--- src/bank_switch_mapper_with_scanline_irq_macros.svh ---
// ----------------------------------------------------------------------------
// bank switch mapper assertion macros
// shorthand for clocked implication checks, reset-qualified
// ----------------------------------------------------------------------------
`ifndef BANK_SWITCH_MAPPER_WITH_SCANLINE_IRQ_MACROS_SVH
`define BANK_SWITCH_MAPPER_WITH_SCANLINE_IRQ_MACROS_SVH

// same-cycle implication
`define BSM_ASSERT_IMP(label, ante, cons, msg) \
    label: assert property (@(posedge i_clk) disable iff (!i_rst_n) (ante) |-> (cons)) \
        else $error(msg);

// next-cycle implication
`define BSM_ASSERT_NXT(label, ante, cons, msg) \
    label: assert property (@(posedge i_clk) disable iff (!i_rst_n) (ante) |=> (cons)) \
        else $error(msg);

`endif

--- src/bsm_pkg.sv ---
// ----------------------------------------------------------------------------
// bsm_pkg
// shared types and codes of the bank switch mapper
// ----------------------------------------------------------------------------
`default_nettype none

package bsm_pkg;

    // input operations
    localparam logic [2:0] OP_CPU_READ  = 3'd0;
    localparam logic [2:0] OP_CPU_WRITE = 3'd1;
    localparam logic [2:0] OP_PPU_READ  = 3'd2;
    localparam logic [2:0] OP_PPU_WRITE = 3'd3;
    localparam logic [2:0] OP_PPU_TICK  = 3'd4;

    // result targets
    localparam logic [2:0] TGT_NONE     = 3'd0;
    localparam logic [2:0] TGT_PRG_RAM  = 3'd1;
    localparam logic [2:0] TGT_PRG_ROM  = 3'd2;
    localparam logic [2:0] TGT_CHR      = 3'd3;
    localparam logic [2:0] TGT_NAMETAB  = 3'd4;

    // configuration register indexes
    localparam logic [2:0] CFG_PRG_COUNT   = 3'd0;
    localparam logic [2:0] CFG_CHR_COUNT   = 3'd1;
    localparam logic [2:0] CFG_DEFAULT_HOR = 3'd2;
    localparam logic [2:0] CFG_CHR_WRITE   = 3'd3;
    localparam logic [2:0] CFG_EDGE_GAP    = 3'd4;

    // cpu register regions, address bits 14:13
    localparam logic [1:0] REG_BANK   = 2'd0;
    localparam logic [1:0] REG_MIRROR = 2'd1;
    localparam logic [1:0] REG_LATCH  = 2'd2;
    localparam logic [1:0] REG_IRQ_EN = 2'd3;

    // configuration reset values
    localparam logic [6:0] PRG_COUNT_RST   = 7'd8;
    localparam logic [8:0] CHR_COUNT_RST   = 9'd8;
    localparam logic       DEFAULT_HOR_RST = 1'b1;
    localparam logic [7:0] EDGE_GAP_RST    = 8'd9;

    // restoring remainder, one bit per step
    localparam int         MOD_STEPS = 8;
    localparam int         STEP_W    = $clog2(MOD_STEPS);
    localparam logic [STEP_W-1:0] STEP_LAST = STEP_W'(MOD_STEPS - 1);

    localparam int ADDR_W   = 16;
    localparam int MAPPED_W = 19;
    localparam int CFG_W    = 9;

    typedef enum logic [1:0] {
        ST_IDLE = 2'b01,
        ST_MOD  = 2'b10
    } t_state;

endpackage

`default_nettype wire

--- src/bank_switch_mapper_with_scanline_irq.sv ---
// ----------------------------------------------------------------------------
// bank_switch_mapper_with_scanline_irq
// cartridge bank mapper with a12 edge driven scanline irq counter
// ----------------------------------------------------------------------------
//  channel   direction  handshake                 payload
//  in        sink       i_in_valid / o_in_ready   i_op, i_address, i_data
//  out       source     o_out_valid / i_out_ready target, mapped address, flags
//  cfg       sink       i_cfg_valid / o_cfg_ready i_cfg_index, i_cfg_data
//
//  most items have their result registered in the cycle after the transfer
//  a bank data write first runs ST_MOD: the remainder by the bank count
//  runs one bit per cycle through a single compare and subtract unit
//  the input is taken when idle and the output register is empty or being emptied
//  synchronous active-low reset; config writes are always taken
// ----------------------------------------------------------------------------
`default_nettype none

`include "bank_switch_mapper_with_scanline_irq_macros.svh"

module bank_switch_mapper_with_scanline_irq (
    input  logic                         i_clk,
    input  logic                         i_rst_n,
    input  logic                         i_in_valid,
    output logic                         o_in_ready,
    input  logic [2:0]                   i_op,
    input  logic [bsm_pkg::ADDR_W-1:0]   i_address,
    input  logic [7:0]                   i_data,
    output logic                         o_out_valid,
    input  logic                         i_out_ready,
    output logic [2:0]                   o_target,
    output logic [bsm_pkg::MAPPED_W-1:0] o_mapped_address,
    output logic                         o_chr_write_enable,
    output logic                         o_mirror_horizontal,
    output logic                         o_irq_line,
    input  logic                         i_cfg_valid,
    output logic                         o_cfg_ready,
    input  logic [2:0]                   i_cfg_index,
    input  logic [bsm_pkg::CFG_W-1:0]    i_cfg_data
);

    // configuration
    logic [6:0] r_prg_count;
    logic [8:0] r_chr_count;
    logic       r_chr_writable;
    logic [7:0] r_edge_gap;

    // mapper state
    bsm_pkg::t_state r_state, n_state;
    logic [7:0] r_sel, n_sel;
    logic [7:0] r_bank [0:7];
    logic [7:0] n_bank [0:7];
    logic       r_mirror, n_mirror;
    logic [7:0] r_latch, n_latch;
    logic [7:0] r_irq_cnt, n_irq_cnt;
    logic       r_reload, n_reload;
    logic       r_irq_en, n_irq_en;
    logic       r_irq_pend, n_irq_pend;
    logic       r_prev_a12, n_prev_a12;
    logic [7:0] r_cse, n_cse;

    // remainder unit
    logic [bsm_pkg::STEP_W-1:0] r_step, n_step;
    logic [7:0] r_val, n_val;
    logic [7:0] r_rem, n_rem;
    logic [8:0] r_den, n_den;
    logic [2:0] r_idx, n_idx;
    logic [8:0] w_div_t;
    logic       w_div_ge;
    logic [7:0] w_div_rem;

    // result register
    logic                         r_out_valid, n_out_valid;
    logic [2:0]                   r_tgt, n_tgt;
    logic [bsm_pkg::MAPPED_W-1:0] r_map, n_map;
    logic                         r_wen, n_wen;
    logic                         r_res_mirror, n_res_mirror;
    logic                         r_res_irq, n_res_irq;

    logic       w_in_fire;
    logic       w_emit;
    logic       w_bank_wr;
    logic [5:0] w_prg_bank;
    logic [2:0] w_chr_region;
    logic [8:0] w_chr_bank;
    logic [7:0] w_cse_inc;
    logic       w_a12;
    logic [7:0] w_bank_v;
    logic       w_small_idx;
    logic       w_chr_idx;

    assign o_cfg_ready = 1'b1;
    assign o_in_ready  = (r_state == bsm_pkg::ST_IDLE) && (!r_out_valid || i_out_ready);
    assign w_in_fire   = i_in_valid && o_in_ready;

    assign o_out_valid         = r_out_valid;
    assign o_target            = r_tgt;
    assign o_mapped_address    = r_map;
    assign o_chr_write_enable  = r_wen;
    assign o_mirror_horizontal = r_res_mirror;
    assign o_irq_line          = r_res_irq;

    // prg bank for the cpu window
    always_comb begin
        unique case (i_address[14:13])
            2'd0:    w_prg_bank = r_sel[6] ? 6'(r_prg_count - 7'd2) : r_bank[6][5:0];
            2'd1:    w_prg_bank = r_bank[7][5:0];
            2'd2:    w_prg_bank = r_sel[6] ? r_bank[6][5:0] : 6'(r_prg_count - 7'd2);
            default: w_prg_bank = 6'(r_prg_count - 7'd1);
        endcase
    end

    // chr bank, 2 KiB pairs in the low half after inversion
    assign w_chr_region = i_address[12:10] ^ {r_sel[7], 2'b00};
    always_comb begin
        if (!w_chr_region[2]) begin
            w_chr_bank = {1'b0, r_bank[{2'b00, w_chr_region[1]}]}
                       + {8'd0, w_chr_region[0]};
        end else begin
            w_chr_bank = {1'b0, r_bank[{1'b0, w_chr_region[1:0]} + 3'd2]};
        end
    end

    assign w_cse_inc = (r_cse != 8'hFF) ? r_cse + 8'd1 : r_cse;
    assign w_a12     = i_address[12];

    // bank data operand, pair registers drop bit 0, prg registers keep six bits
    assign w_small_idx = (r_sel[2:0] <= 3'd1);
    assign w_chr_idx   = (r_sel[2:0] <= 3'd5);
    assign w_bank_v    = i_data & (w_small_idx ? 8'hFE : 8'hFF)
                                & (w_chr_idx ? 8'hFF : 8'h3F);
    assign w_bank_wr   = (i_op == bsm_pkg::OP_CPU_WRITE) && i_address[15]
                      && (i_address[14:13] == bsm_pkg::REG_BANK) && i_address[0];

    // shared compare and subtract
    assign w_div_t   = {r_rem, r_val[7]};
    assign w_div_ge  = (w_div_t >= r_den);
    assign w_div_rem = w_div_ge ? 8'(w_div_t - r_den) : w_div_t[7:0];

    always_comb begin
        n_state     = r_state;
        n_sel       = r_sel;
        n_bank      = r_bank;
        n_mirror    = r_mirror;
        n_latch     = r_latch;
        n_irq_cnt   = r_irq_cnt;
        n_reload    = r_reload;
        n_irq_en    = r_irq_en;
        n_irq_pend  = r_irq_pend;
        n_prev_a12  = r_prev_a12;
        n_cse       = r_cse;
        n_step      = r_step;
        n_val       = r_val;
        n_rem       = r_rem;
        n_den       = r_den;
        n_idx       = r_idx;
        n_tgt       = r_tgt;
        n_map       = r_map;
        n_wen       = r_wen;
        n_out_valid = r_out_valid && !i_out_ready;
        w_emit      = 1'b0;

        unique case (r_state)
            bsm_pkg::ST_IDLE: begin
                if (w_in_fire) begin
                    w_emit = 1'b1;
                    n_tgt  = bsm_pkg::TGT_NONE;
                    n_map  = '0;
                    n_wen  = 1'b0;
                    unique case (i_op)
                        bsm_pkg::OP_CPU_READ, bsm_pkg::OP_CPU_WRITE: begin
                            if (i_address[15]) begin
                                if (i_op == bsm_pkg::OP_CPU_READ) begin
                                    n_tgt = bsm_pkg::TGT_PRG_ROM;
                                    n_map = {w_prg_bank, i_address[12:0]};
                                end else begin
                                    unique case (i_address[14:13])
                                        bsm_pkg::REG_BANK: begin
                                            if (!i_address[0]) begin
                                                n_sel = i_data;
                                            end else begin
                                                // remainder runs in ST_MOD
                                                w_emit  = 1'b0;
                                                n_state = bsm_pkg::ST_MOD;
                                                n_val   = w_bank_v;
                                                n_rem   = '0;
                                                n_step  = '0;
                                                n_idx   = r_sel[2:0];
                                                n_den   = w_chr_idx ? r_chr_count
                                                                    : {2'b00, r_prg_count};
                                            end
                                        end
                                        bsm_pkg::REG_MIRROR: begin
                                            if (!i_address[0]) begin
                                                n_mirror = i_data[0];
                                            end
                                        end
                                        bsm_pkg::REG_LATCH: begin
                                            if (!i_address[0]) begin
                                                n_latch = i_data;
                                            end else begin
                                                n_reload = 1'b1;
                                            end
                                        end
                                        default: begin
                                            if (!i_address[0]) begin
                                                n_irq_en   = 1'b0;
                                                n_irq_pend = 1'b0;
                                            end else begin
                                                n_irq_en = 1'b1;
                                            end
                                        end
                                    endcase
                                end
                            end else if (i_address[14:13] == 2'b11) begin
                                n_tgt = bsm_pkg::TGT_PRG_RAM;
                                n_map = {6'd0, i_address[12:0]};
                            end
                        end
                        bsm_pkg::OP_PPU_READ, bsm_pkg::OP_PPU_WRITE: begin
                            if (i_address[15:13] == 3'd0) begin
                                n_tgt = bsm_pkg::TGT_CHR;
                                n_map = {w_chr_bank, i_address[9:0]};
                                n_wen = (i_op == bsm_pkg::OP_PPU_WRITE) && r_chr_writable;
                            end else if (i_address[15:12] == 4'h2) begin
                                n_tgt = bsm_pkg::TGT_NAMETAB;
                                n_map = {3'd0, i_address};
                            end
                        end
                        bsm_pkg::OP_PPU_TICK: begin
                            n_cse = w_cse_inc;
                            if (w_a12 && !r_prev_a12) begin
                                if (w_cse_inc >= r_edge_gap) begin
                                    if ((r_irq_cnt == 8'd0) || r_reload) begin
                                        n_irq_cnt = r_latch;
                                        n_reload  = 1'b0;
                                    end else begin
                                        n_irq_cnt = r_irq_cnt - 8'd1;
                                    end
                                    if ((n_irq_cnt == 8'd0) && r_irq_en) begin
                                        n_irq_pend = 1'b1;
                                    end
                                end
                                n_cse = 8'd0;
                            end
                            n_prev_a12 = w_a12;
                        end
                        default: begin
                        end
                    endcase
                end
            end
            default: begin
                n_rem  = w_div_rem;
                n_val  = {r_val[6:0], 1'b0};
                n_step = r_step + 1'b1;
                if (r_step == bsm_pkg::STEP_LAST) begin
                    // zero bank count maps to bank 0
                    n_bank[r_idx] = (r_den == 9'd0) ? 8'd0 : w_div_rem;
                    n_state       = bsm_pkg::ST_IDLE;
                    w_emit        = 1'b1;
                    n_tgt         = bsm_pkg::TGT_NONE;
                    n_map         = '0;
                    n_wen         = 1'b0;
                end
            end
        endcase

        if (w_emit) begin
            n_out_valid = 1'b1;
        end
        n_res_mirror = w_emit ? n_mirror : r_res_mirror;
        n_res_irq    = w_emit ? n_irq_pend : r_res_irq;
    end

    always_ff @(posedge i_clk) begin
        if (!i_rst_n) begin
            r_prg_count    <= bsm_pkg::PRG_COUNT_RST;
            r_chr_count    <= bsm_pkg::CHR_COUNT_RST;
            r_chr_writable <= 1'b0;
            r_edge_gap     <= bsm_pkg::EDGE_GAP_RST;
        end else if (i_cfg_valid && o_cfg_ready) begin
            // default mirroring index is ignored; reset always loads the package default
            unique case (i_cfg_index)
                bsm_pkg::CFG_PRG_COUNT:   r_prg_count    <= i_cfg_data[6:0];
                bsm_pkg::CFG_CHR_COUNT:   r_chr_count    <= i_cfg_data;
                bsm_pkg::CFG_CHR_WRITE:   r_chr_writable <= i_cfg_data[0];
                bsm_pkg::CFG_EDGE_GAP:    r_edge_gap     <= i_cfg_data[7:0];
                default: begin
                end
            endcase
        end
    end

    always_ff @(posedge i_clk) begin
        if (!i_rst_n) begin
            r_state     <= bsm_pkg::ST_IDLE;
            r_sel       <= '0;
            r_bank      <= '{default: 8'd0};
            r_mirror    <= bsm_pkg::DEFAULT_HOR_RST;
            r_latch     <= '0;
            r_irq_cnt   <= '0;
            r_reload    <= 1'b0;
            r_irq_en    <= 1'b0;
            r_irq_pend  <= 1'b0;
            r_prev_a12  <= 1'b0;
            r_cse       <= '0;
            r_step      <= '0;
            r_out_valid <= 1'b0;
        end else begin
            r_state     <= n_state;
            r_sel       <= n_sel;
            r_bank      <= n_bank;
            r_mirror    <= n_mirror;
            r_latch     <= n_latch;
            r_irq_cnt   <= n_irq_cnt;
            r_reload    <= n_reload;
            r_irq_en    <= n_irq_en;
            r_irq_pend  <= n_irq_pend;
            r_prev_a12  <= n_prev_a12;
            r_cse       <= n_cse;
            r_step      <= n_step;
            r_out_valid <= n_out_valid;
        end
    end

    // payload, no reset
    always_ff @(posedge i_clk) begin
        r_val        <= n_val;
        r_rem        <= n_rem;
        r_den        <= n_den;
        r_idx        <= n_idx;
        r_tgt        <= n_tgt;
        r_map        <= n_map;
        r_wen        <= n_wen;
        r_res_mirror <= n_res_mirror;
        r_res_irq    <= n_res_irq;
    end

    `BSM_ASSERT_IMP(a_busy_not_ready, r_state == bsm_pkg::ST_MOD, !o_in_ready,
                    "ready while busy")
    `BSM_ASSERT_NXT(a_bank_wr_to_mod, w_in_fire && w_bank_wr,
                    (r_state == bsm_pkg::ST_MOD) && !o_out_valid,
                    "bank write did not start remainder")
    `BSM_ASSERT_IMP(a_none_zero_addr, o_out_valid && (o_target == bsm_pkg::TGT_NONE),
                    o_mapped_address == '0, "nonzero address without target")
    `BSM_ASSERT_IMP(a_wen_chr_only, o_out_valid && o_chr_write_enable,
                    o_target == bsm_pkg::TGT_CHR, "write enable outside chr")

endmodule

`default_nettype wire

--- config.mk ---
export PLATFORM = sky130hd
export DESIGN_NAME = bank_switch_mapper_with_scanline_irq
export DESIGN_NICKNAME = d
export VERILOG_FILES = /design/src/bsm_pkg.sv /design/src/bank_switch_mapper_with_scanline_irq.sv
export VERILOG_INCLUDE_DIRS = /design/src /design/src/src
export SDC_FILE = /design/constraint.sdc
export NUM_CORES = 1
export LEC_CHECK = 0
export BUFFER_PORTS_ARGS = -buffer_cell sky130_fd_sc_hd__clkbuf_2
export CAP_MARGIN = 20
export CORE_ASPECT_RATIO = 0.75
export CORE_UTILIZATION = 62
export CTS_BUF_LIST = sky130_fd_sc_hd__clkbuf_8
export DETAILED_ROUTE_END_ITERATION = 10
export GPL_TIMING_DRIVEN = 0
export PLACE_DENSITY = 0.87
export SYNTH_ARGS = -nofsm -noshare
export SYNTH_HDL_FRONTEND = slang
export SYNTH_SLANG_ARGS = --single-unit
--- constraint.sdc ---
create_clock -name i_clk -period 3.65 [get_ports i_clk]
set_clock_uncertainty 0.15 [all_clocks]
set_input_delay 0.1825 -clock i_clk [delete_from_list [all_inputs] [get_ports i_clk]]
set_output_delay 0.1825 -clock i_clk [all_outputs]
set_load 0.02 [all_outputs]
# Word-level counts from Yosys, hierarchy flattened
# Index checks and enable logic that the tools add are counted.
# W data, S select, Z words.
[totals]
inputBits = 44
elab_cells = 241
output_inout_bits = 28
ff_bits = 185
[classes]
n_addsub = 8
n_reduce_logical = 40
eq_ne = 27
bitwise = 10
order_cmp = 8
mux = 113
[op_table]
columns = ["cell", "n"]
rows = [
  ["$mux W8", 30],
  ["$mux W19", 6],
  ["$bwmux W64", 1],
  ["$bmux W8 S3", 2],
  ["$mux W1", 40],
  ["$mux W3", 13],
  ["$pmux W19 S2", 1],
  ["$reduce_and A7 Y1", 4],
  ["$demux W8 S3", 1],
  ["$ne A2 B2 Y1 const B", 10],
  ["$mux W2", 9],
  ["$pmux W6 S3", 1],
  ["$reduce_and A6 Y1", 3],
  ["$and A8 B8 Y8", 2],
  ["$logic_not A8 Y1", 2],
  ["$mux W16", 1],
  ["$mux W13", 1],
  ["$ge A4 B4 Y1 const B", 3],
  ["$mux W6", 2],
  ["$reduce_and A2 Y1", 6],
  ["$reduce_and A10 Y1", 1],
  ["$add A8 B1 Y9", 1],
  ["$eq A3 B2 Y1 const B", 3],
  ["$eq A3 B3 Y1 const B", 3],
  ["37 further kinds", 60],
]

# Logic depth before layout (Yosys ltp)
# Gate-level depths: netlist of the first run.
[depth]
word_depth = 16
mapped_depth = 11
ltp_nobuf = 11

# Worst setup path before layout of the first run
# Ideal clock, no wire load.
[synth_timing]
path_type = "register to register"
start = "register r_cse[0]"
end = "register r_irq_cnt[5]"
t_arrival_ps = 2804
stages_incl_launch_ff = 11
setup_time_ps = 59
required_time_ps = 3441
period_less_slack_ps = 3013
n_path_buf = 0
path_slack_ps = 637
path_cell_list = "dfxtp_1 > ha_1 > nand2_1 > nor2_1 > mux2_2 > ha_1 > a2111oi_0 > nor4_1 > o21ai_1 > mux2i_1 > and2_1"
[synth_via]
elab_chain_len = 4
elab_cells_between_ends = 5
cone_classes = "1 x add/sub; 1 x order compare; 1 x eq/ne; 1 x mux; 1 x reduce/logical"
[synth_lines]
columns = ["item", "line_no", "source"]
rows = [
  ["from (decl)", "bank_switch_mapper_with_scanline_irq.sv:59", "logic [7:0] r_cse, n_cse;"],
  ["from (signal assigned)", "bank_switch_mapper_with_scanline_irq.sv:320", "r_cse <= n_cse;"],
  ["$add A8 B1 Y8 or $ne A8 B8 Y1 (tied branches)", "bank_switch_mapper_with_scanline_irq.sv:123", "assign w_cse_inc = (r_cse != 8'hFF) ? r_cse + 8'd1 : r_cse;"],
  ["$mux W8 (*)", "bank_switch_mapper_with_scanline_irq.sv:123", ""],
  ["$ge A8 B8 Y1 (*)", "bank_switch_mapper_with_scanline_irq.sv:232", "if (w_cse_inc >= r_edge_gap) begin"],
  ["$reduce_and A5 Y1 (no source line) (*)", "--", ""],
  ["to (signal assigned)", "bank_switch_mapper_with_scanline_irq.sv:315", "r_irq_cnt <= n_irq_cnt;"],
  ["to (decl)", "bank_switch_mapper_with_scanline_irq.sv:54", "logic [7:0] r_irq_cnt, n_irq_cnt;"],
]
# Every way passes the cells marked *; elsewhere a longest branch is shown, timed or not.
# A chain may end at the register's enable or synchronous reset.

# Worst setup path after layout of the first run
[layout_timing]
start = "register r_rem[0]"
end = "register r_bank[57] in the netlist's numbering"
[layout_via]
elab_chain_len = 4
elab_cells_between_ends = 5
cone_classes = "1 x add/sub; 1 x order compare; 3 x mux"
[layout_lines]
columns = ["item", "line_no", "source"]
rows = [
  ["from (decl)", "bank_switch_mapper_with_scanline_irq.sv:64", "logic [7:0] r_rem, n_rem;"],
  ["from (signal assigned)", "bank_switch_mapper_with_scanline_irq.sv:329", "r_rem <= n_rem;"],
  ["$sub A8 B8 Y8 or $ge A9 B9 Y1 (tied branches)", "bank_switch_mapper_with_scanline_irq.sv:137, bank_switch_mapper_with_scanline_irq.sv:136", ""],
  ["$mux W8 (*)", "bank_switch_mapper_with_scanline_irq.sv:137", "assign w_div_rem = w_div_ge ? 8'(w_div_t - r_den) : w_div_t[7:0];"],
  ["$mux W8 (*)", "bank_switch_mapper_with_scanline_irq.sv:258", "n_bank[r_idx] = (r_den == 9'd0) ? 8'd0 : w_div_rem;"],
  ["$bwmux W64 (*)", "bank_switch_mapper_with_scanline_irq.sv:258", ""],
  ["to (signal assigned)", "bank_switch_mapper_with_scanline_irq.sv:312", "r_bank <= n_bank;"],
  ["to (decl)", "bank_switch_mapper_with_scanline_irq.sv:50", "logic [7:0] r_bank [0:7];"],
]
# Marks and branches as above.

==> impl_metrics.json, run 1 <==
{
  "core_area_um2": 13700,
  "hold_viol_final": 0,
  "syn_inst": 958,
  "cts_setup_buffers": 0,
  "avgSynthCellArea_um2": 9.05,
  "syn_area_um2": 8670,
  "place_hpwl_um": 15900,
  "drc": 0,
  "routed_wl_um": 23100,
  "io_buffers": 66,
  "die_x_um": 139,
  "syn_to_final_growth_pct": 15.0,
  "holdCritPathClass": "in -> reg",
  "cts_root_buf": "clkbuf_8",
  "layout_common_cells": "nand2_1 (173), dfxtp_1 (126), o21ai_0 (91), nor2_1 (84), clkbuf_2 (67)",
  "insertion_delay_ns": 0.47,
  "slew_violations": 0,
  "antenna_found_initial": 0,
  "rsz0062_at_grt": "false",
  "cp-end-kind": "flop",
  "initial_core_util_pct": 63.5,
  "grt_max_degree": 24,
  "hold_depth": 5,
  "power_density_nw_per_um2": 380,
  "place_congestion": 0.939,
  "grt_overflow": 0,
  "yosysTopAreaCell": "dfxtp_1",
  "reg2reg_setup_slack_ns": 0.18,
  "grt_usage_pct": 33.3,
  "mostFrequentLayoutCell": "nand2_1",
  "synth_seq_area_share_pct": 47.1,
  "worstMarginPinSlew_ns": 1.04,
  "cts.sinks": 178,
  "async_flop_share_pct": 0,
  "synth-warning-count": 0,
  "max_freq_ghz": 0.288,
  "drt-pass1-iter-count": 8,
  "irDropWorstVdd_mv": 0.414,
  "ff2ff_path_depth": 7,
  "cts-buffers-inserted": 17,
  "io_pins": 72,
  "routed_via_density": 6.15,
  "timing.final.ws_setup_ns": 0.179,
  "die_area_um2": 14500,
  "crit_arrival_ns": 3.63,
  "path_max_fanout": 9,
  "synth_edf_count": 52,
  "critPathRequiredTime_ns": 3.81,
  "path_class": "reg -> reg",
  "ant_nets": 0,
  "maxCapViolations": 0,
  "synth-main-ff-cell": "dfxtp_1",
  "reg2reg_from": "r_rem[0]$_SDFFCE_PP0P_",
  "grt_pass1_vias": 7332,
  "status": "finished clean",
  "final_area_um2": 9970,
  "die_h_um": 104,
  "cts.reportedPaths.clkPinSlew_ns": 0.09,
  "setup_tns_ns": 0,
  "finalCritPeriodShare_pct": 95.1,
  "fin_crit_ns": 3.47,
  "finalSetupViolCount": 0,
  "synth_cell_types": 69,
  "hold_ws_ns": 0.0791,
  "crit_start": "r_rem[0]$_SDFFCE_PP0P_",
  "cts_tree": "yes",
  "h-tree-depth": 4,
  "r2r-end": "r_bank[57]$_SDFFE_PN0P_",
  "cp-start-kind": "flop",
  "dpl_cell_area_um2": 9220,
  "synth_seq_cells": 178,
  "synth_nets": 1030,
  "via_count": 7768,
  "drive_gt1_share_pct": 12.1,
  "grt_pass1_wl_um": 37400,
  "rows": 37,
  "drtIter0Drc": 817,
  "worstHoldStart": "i_cfg_index[2]",
  "avgRoutedWirePerCell_um": 18.3,
  "slew_headroom_pct": 28.9,
  "ys_top_cells_by_area": "dfxtp_1 (29%), edfxtp_1 (18%), nand2_1 (7.5%)",
  "place_ws_ns": 0.0894,
  "synth_top_area_share_pct": 29.1,
  "fin_nets": 1148,
  "leakagePower_nw": 3.78,
  "whs_endpoint": "r_chr_writable$_SDFFE_PN0P_",
  "diodes": 0,
  "cts.path.max_buffers": 2
}
synth_stat cells (all sizes together) (7+ instances only):
cell,count
a211oi,11
a21oi,55
a22o,8
a22oi,7
and2,19
buf,8
clkbuf,26
dfxtp,126
edfxtp,52
ha,27
inv,30
mux2,12
mux2i,30
mux4,8
nand2,173
nand2b,7
nand3,25
nand4,13
nor2,85
nor2b,10
nor3,21
o21ai,95
xnor2,10
xor2,11
sequential cells by signal, indices dropped and copies added (netlist names), 2 cells and up:
name / flops
r_bank: 60
o_mapped_address: 19
r_chr_count: 9
r_den: 9
r_cse: 8
r_edge_gap: 8
r_irq_cnt: 8
r_latch: 8
r_rem: 8
r_val: 8
r_prg_count: 7
r_sel: 5
o_target: 3
r_idx: 3
r_step: 3
r_state: 2
power by group:
part | total, W | internal (W) | switching (W)
logic | 0.000284 | 0.000101 | 0.000183
registers | 0.00207 | 0.00205 | 0.0000130
clock network | 0.00144 | 0.000685 | 0.000755
cells by family after synthesis:
logic type	after synthesis	synth area share (%)
other cells	1	0.0433
compound gates	218	15.2
fa+ha+maj	28	4.13
flops	178	47.1
xor+xnor	21	2.12
simple gates	396	21.3
buf+inv	66	3.02
mux	50	7.10
area by class of cell:
type | instances | area, um^2
timing repair buffer | 99 | 661
multi-input combinational | 714 | 4330
inverter | 32 | 120
clock inverter | 15 | 181
buffer | 34 | 141
clock buffer | 17 | 234
tap | 175 | 219
sequential | 178 | 4080
fill | 931 | 3690
worst max-delay path, cell delays in order (launching register included):
cell      delay, ns
edfxtp_1       0.45
ha_1           0.35
nor2b_1        0.15
o31a_1         0.32
o21a_1         0.27
o32ai_4        0.50
mux2i_1        0.92
o21ai_0        0.20
how the worst max path moves through the flow:
stage | slack (ns) | cells after the start | to
floorplan | 0.64 | 10 | r_irq_cnt[5]$_SDFFE_PN0P_
global placement | 0.16 | 10 | r_irq_cnt[6]$_SDFFE_PN0P_
detailed placement | 0.09 | 10 | r_irq_cnt[5]$_SDFFE_PN0P_
CTS | 0.05 | 10 | r_irq_cnt[6]$_SDFFE_PN0P_
global route | 0.003 | 11 | r_irq_cnt[2]$_SDFFE_PN0P_
finish | 0.18 | 7 | r_bank[57]$_SDFFE_PN0P_
stage by stage:
stage,util (%),power [W],instances
after global placement,67.5,0.00235,1199
final,73.0,0.00379,1264
after CTS,72.9,0.00378,1264
after global routing,73.0,0.00391,1264
after detailed placement,67.5,0.00235,1199
after floorplan,-,0.00226,958
per-layer routing:
| metal | track usage, % | wire, um |
|---|---|---|
| met3 | 9.58 | 2280 |
| met4 | 10.2 | 499 |
| met1 | 44.8 | 10000 |
| met2 | 52.1 | 10300 |
| met5 | 0 | 0 |
what timing repair did:
action,CTS,global route
endpoints found under the hold margin,61,0
resized for setup,0,2
hold buffers,33,0
endpoints found under the setup margin,0,10
Power figures use the tool's default switching activity.
==> run 2: changes to the inputs <==
Clock period 3.65 ns to 3.3 ns, I/O delays scaled along.
==> impl_metrics.json, run 2 (same netlist as run 1, synthesis figures left out) <==
{
  "status": "complete, but fails checks",
  "violations": "negative setup slack",
  "cts_root_buf": "clkbuf_8",
  "fin_crit_ns": 3.32,
  "routed_via_density": 6.20,
  "place_congestion": 0.939,
  "io_pins": 72,
  "finalCritPeriodShare_pct": 100,
  "worstHoldStart": "i_cfg_index[2]",
  "rows": 37,
  "via_count": 7850,
  "mostFrequentLayoutCell": "nand2_1",
  "insertion_delay_ns": 0.47,
  "reg2reg_from": "r_rem[0]$_SDFFCE_PP0P_",
  "r2r-end": "r_rem[1]$_SDFFCE_PP0P_",
  "critPathRequiredTime_ns": 3.35,
  "cts.reportedPaths.clkPinSlew_ns": 0.09,
  "grt_pass1_wl_um": 37800,
  "path_class": "reg -> reg",
  "cp-start-kind": "flop",
  "dp_cells": 1199,
  "fin_nets": 1150,
  "die_x_um": 139,
  "io_buffers": 66,
  "routed_wl_um": 23600,
  "drt-pass1-iter-count": 8,
  "leakagePower_nw": 3.77,
  "die_area_um2": 14500,
  "crit_arrival_ns": 3.37,
  "drtIter0Drc": 886,
  "cts.sinks": 178,
  "cts-buffers-inserted": 17,
  "worstMarginPinSlew_ns": 0.944,
  "finalSetupViolCount": 1,
  "whs_endpoint": "r_chr_writable$_SDFFE_PN0P_",
  "cp-end-kind": "flop",
  "grt_usage_pct": 33.7,
  "met3_usage_pct": 9.67,
  "die_h_um": 104,
  "largest_reg_flops": 60,
  "grt_pass1_vias": 7450,
  "h-tree-depth": 4,
  "ff2ff_path_depth": 7,
  "grt_max_degree": 24,
  "initial_core_util_pct": 63.5,
  "hold_viol_final": 0,
  "holdCritPathClass": "in -> reg",
  "hold_ws_ns": 0.0538,
  "largest-register": "r_bank",
  "fillCellCount": 910,
  "drive_gt1_share_pct": 13.2,
  "irDropWorstVdd_mv": 0.458,
  "ant_nets": 0,
  "timing.final.ws_setup_ns": -0.0152,
  "max_freq_ghz": 0.302,
  "avgRoutedWirePerCell_um": 18.6,
  "slew_headroom_pct": 36.9,
  "postLayoutCoreUtil_pct": 73.6,
  "place_hpwl_um": 15900,
  "drc": 0,
  "groute.layer.met2.usage_pct": 53.2,
  "diodes": 0,
  "syn_to_final_growth_pct": 15.9,
  "layout_common_cells": "nand2_1 (173), dfxtp_1 (124), o21ai_0 (91), nor2_1 (83), clkbuf_2 (67)",
  "fin_cells": 1266,
  "grt_overflow": 0,
  "use_met1_pct": 44.7,
  "antenna_found_initial": 0,
  "core_area_um2": 13700,
  "reg2reg_setup_slack_ns": -0.02,
  "setup_tns_ns": -0.0152,
  "cts_tree": "yes",
  "maxCapViolations": 0,
  "slew_violations": 0,
  "path_max_fanout": 9,
  "rsz0062_at_grt": "true",
  "power_density_nw_per_um2": 418,
  "cts.path.max_buffers": 2,
  "busiest_layer": "met2",
  "hold_depth": 5
}
## run 2: how the worst max path moves through the flow
| stage | from | to | slack [ns] | cells after the start |
|---|---|---|---|---|
| 5_1_grt | r_rem[0]$_SDFFCE_PP0P_ | r_rem[6]$_SDFFCE_PP0P_ | -0.14 | 7 |
| 3_5_place_dp | r_cse[0]$_SDFFE_PN0P_ | r_irq_cnt[5]$_SDFFE_PN0P_ | -0.26 | 10 |
| 3_3_place_gp | r_cse[0]$_SDFFE_PN0P_ | r_irq_cnt[6]$_SDFFE_PN0P_ | -0.19 | 10 |
| 2_1_floorplan | r_cse[0]$_SDFFE_PN0P_ | r_irq_cnt[5]$_SDFFE_PN0P_ | 0.29 | 10 |
| 4_1_cts | r_rem[0]$_SDFFCE_PP0P_ | r_rem[1]$_SDFFCE_PP0P_ | -0.10 | 7 |
| 6_report | r_rem[0]$_SDFFCE_PP0P_ | r_rem[1]$_SDFFCE_PP0P_ | -0.02 | 7 |
## run 2: power breakdown
part	leakage (nW)	internal [W]	switching, W
registers	1.48	0.00227	0.0000144
clock network	0.207	0.000758	0.000833
logic	2.09	0.000114	0.000205
## run 2: what timing repair did
item,in CTS,in global routing
setup buffers,1,0
endpoints found under the hold margin,62,0
hold buffers,34,0
setup endpoints to repair,44,61
pin swaps,1,0
resized for setup,3,11
## run 2: per-stage QoR
| stage | cell area [um^2] | worst slack [ns] | total power, W |
|---|---|---|---|
| after floorplan | 8670 | 0.287 | 0.00250 |
| after global placement | 9220 | -0.187 | 0.00260 |
| after detailed placement | 9220 | -0.261 | 0.00260 |
| after CTS | 10000 | -0.100 | 0.00418 |
| after global routing | 10000 | -0.138 | 0.00433 |
| final | 10000 | -0.0152 | 0.00420 |
## run 2: critical path, cell delays in order, from the launching register on
cell and delay, ns:
edfxtp_1 0.46, ha_1 0.35, nor2b_1 0.15, o31a_1 0.32, o21a_1 0.27, o32ai_4 0.56
mux2i_2 0.69, nor2_1 0.09
## run 2: final cells by class
cell class	instances	area [um^2]	share of cell area [%]
clock buffers	17	234	2.33
inverters	32	120	1.20
plain buffers	34	141	1.41
flip-flops and latches	178	4090	40.7
well taps	175	219	2.18
repair buffers	101	691	6.88
multi-input cells	714	4370	43.5
clock inverters	15	181	1.81
## run 2: layer usage
metal / vias up / wire, um
li1: 3665 / -
met1: 3744 / 10100
met2: 391 / 10700
met3: 50 / 2240
met4: 0 / 506
met5: - / 0
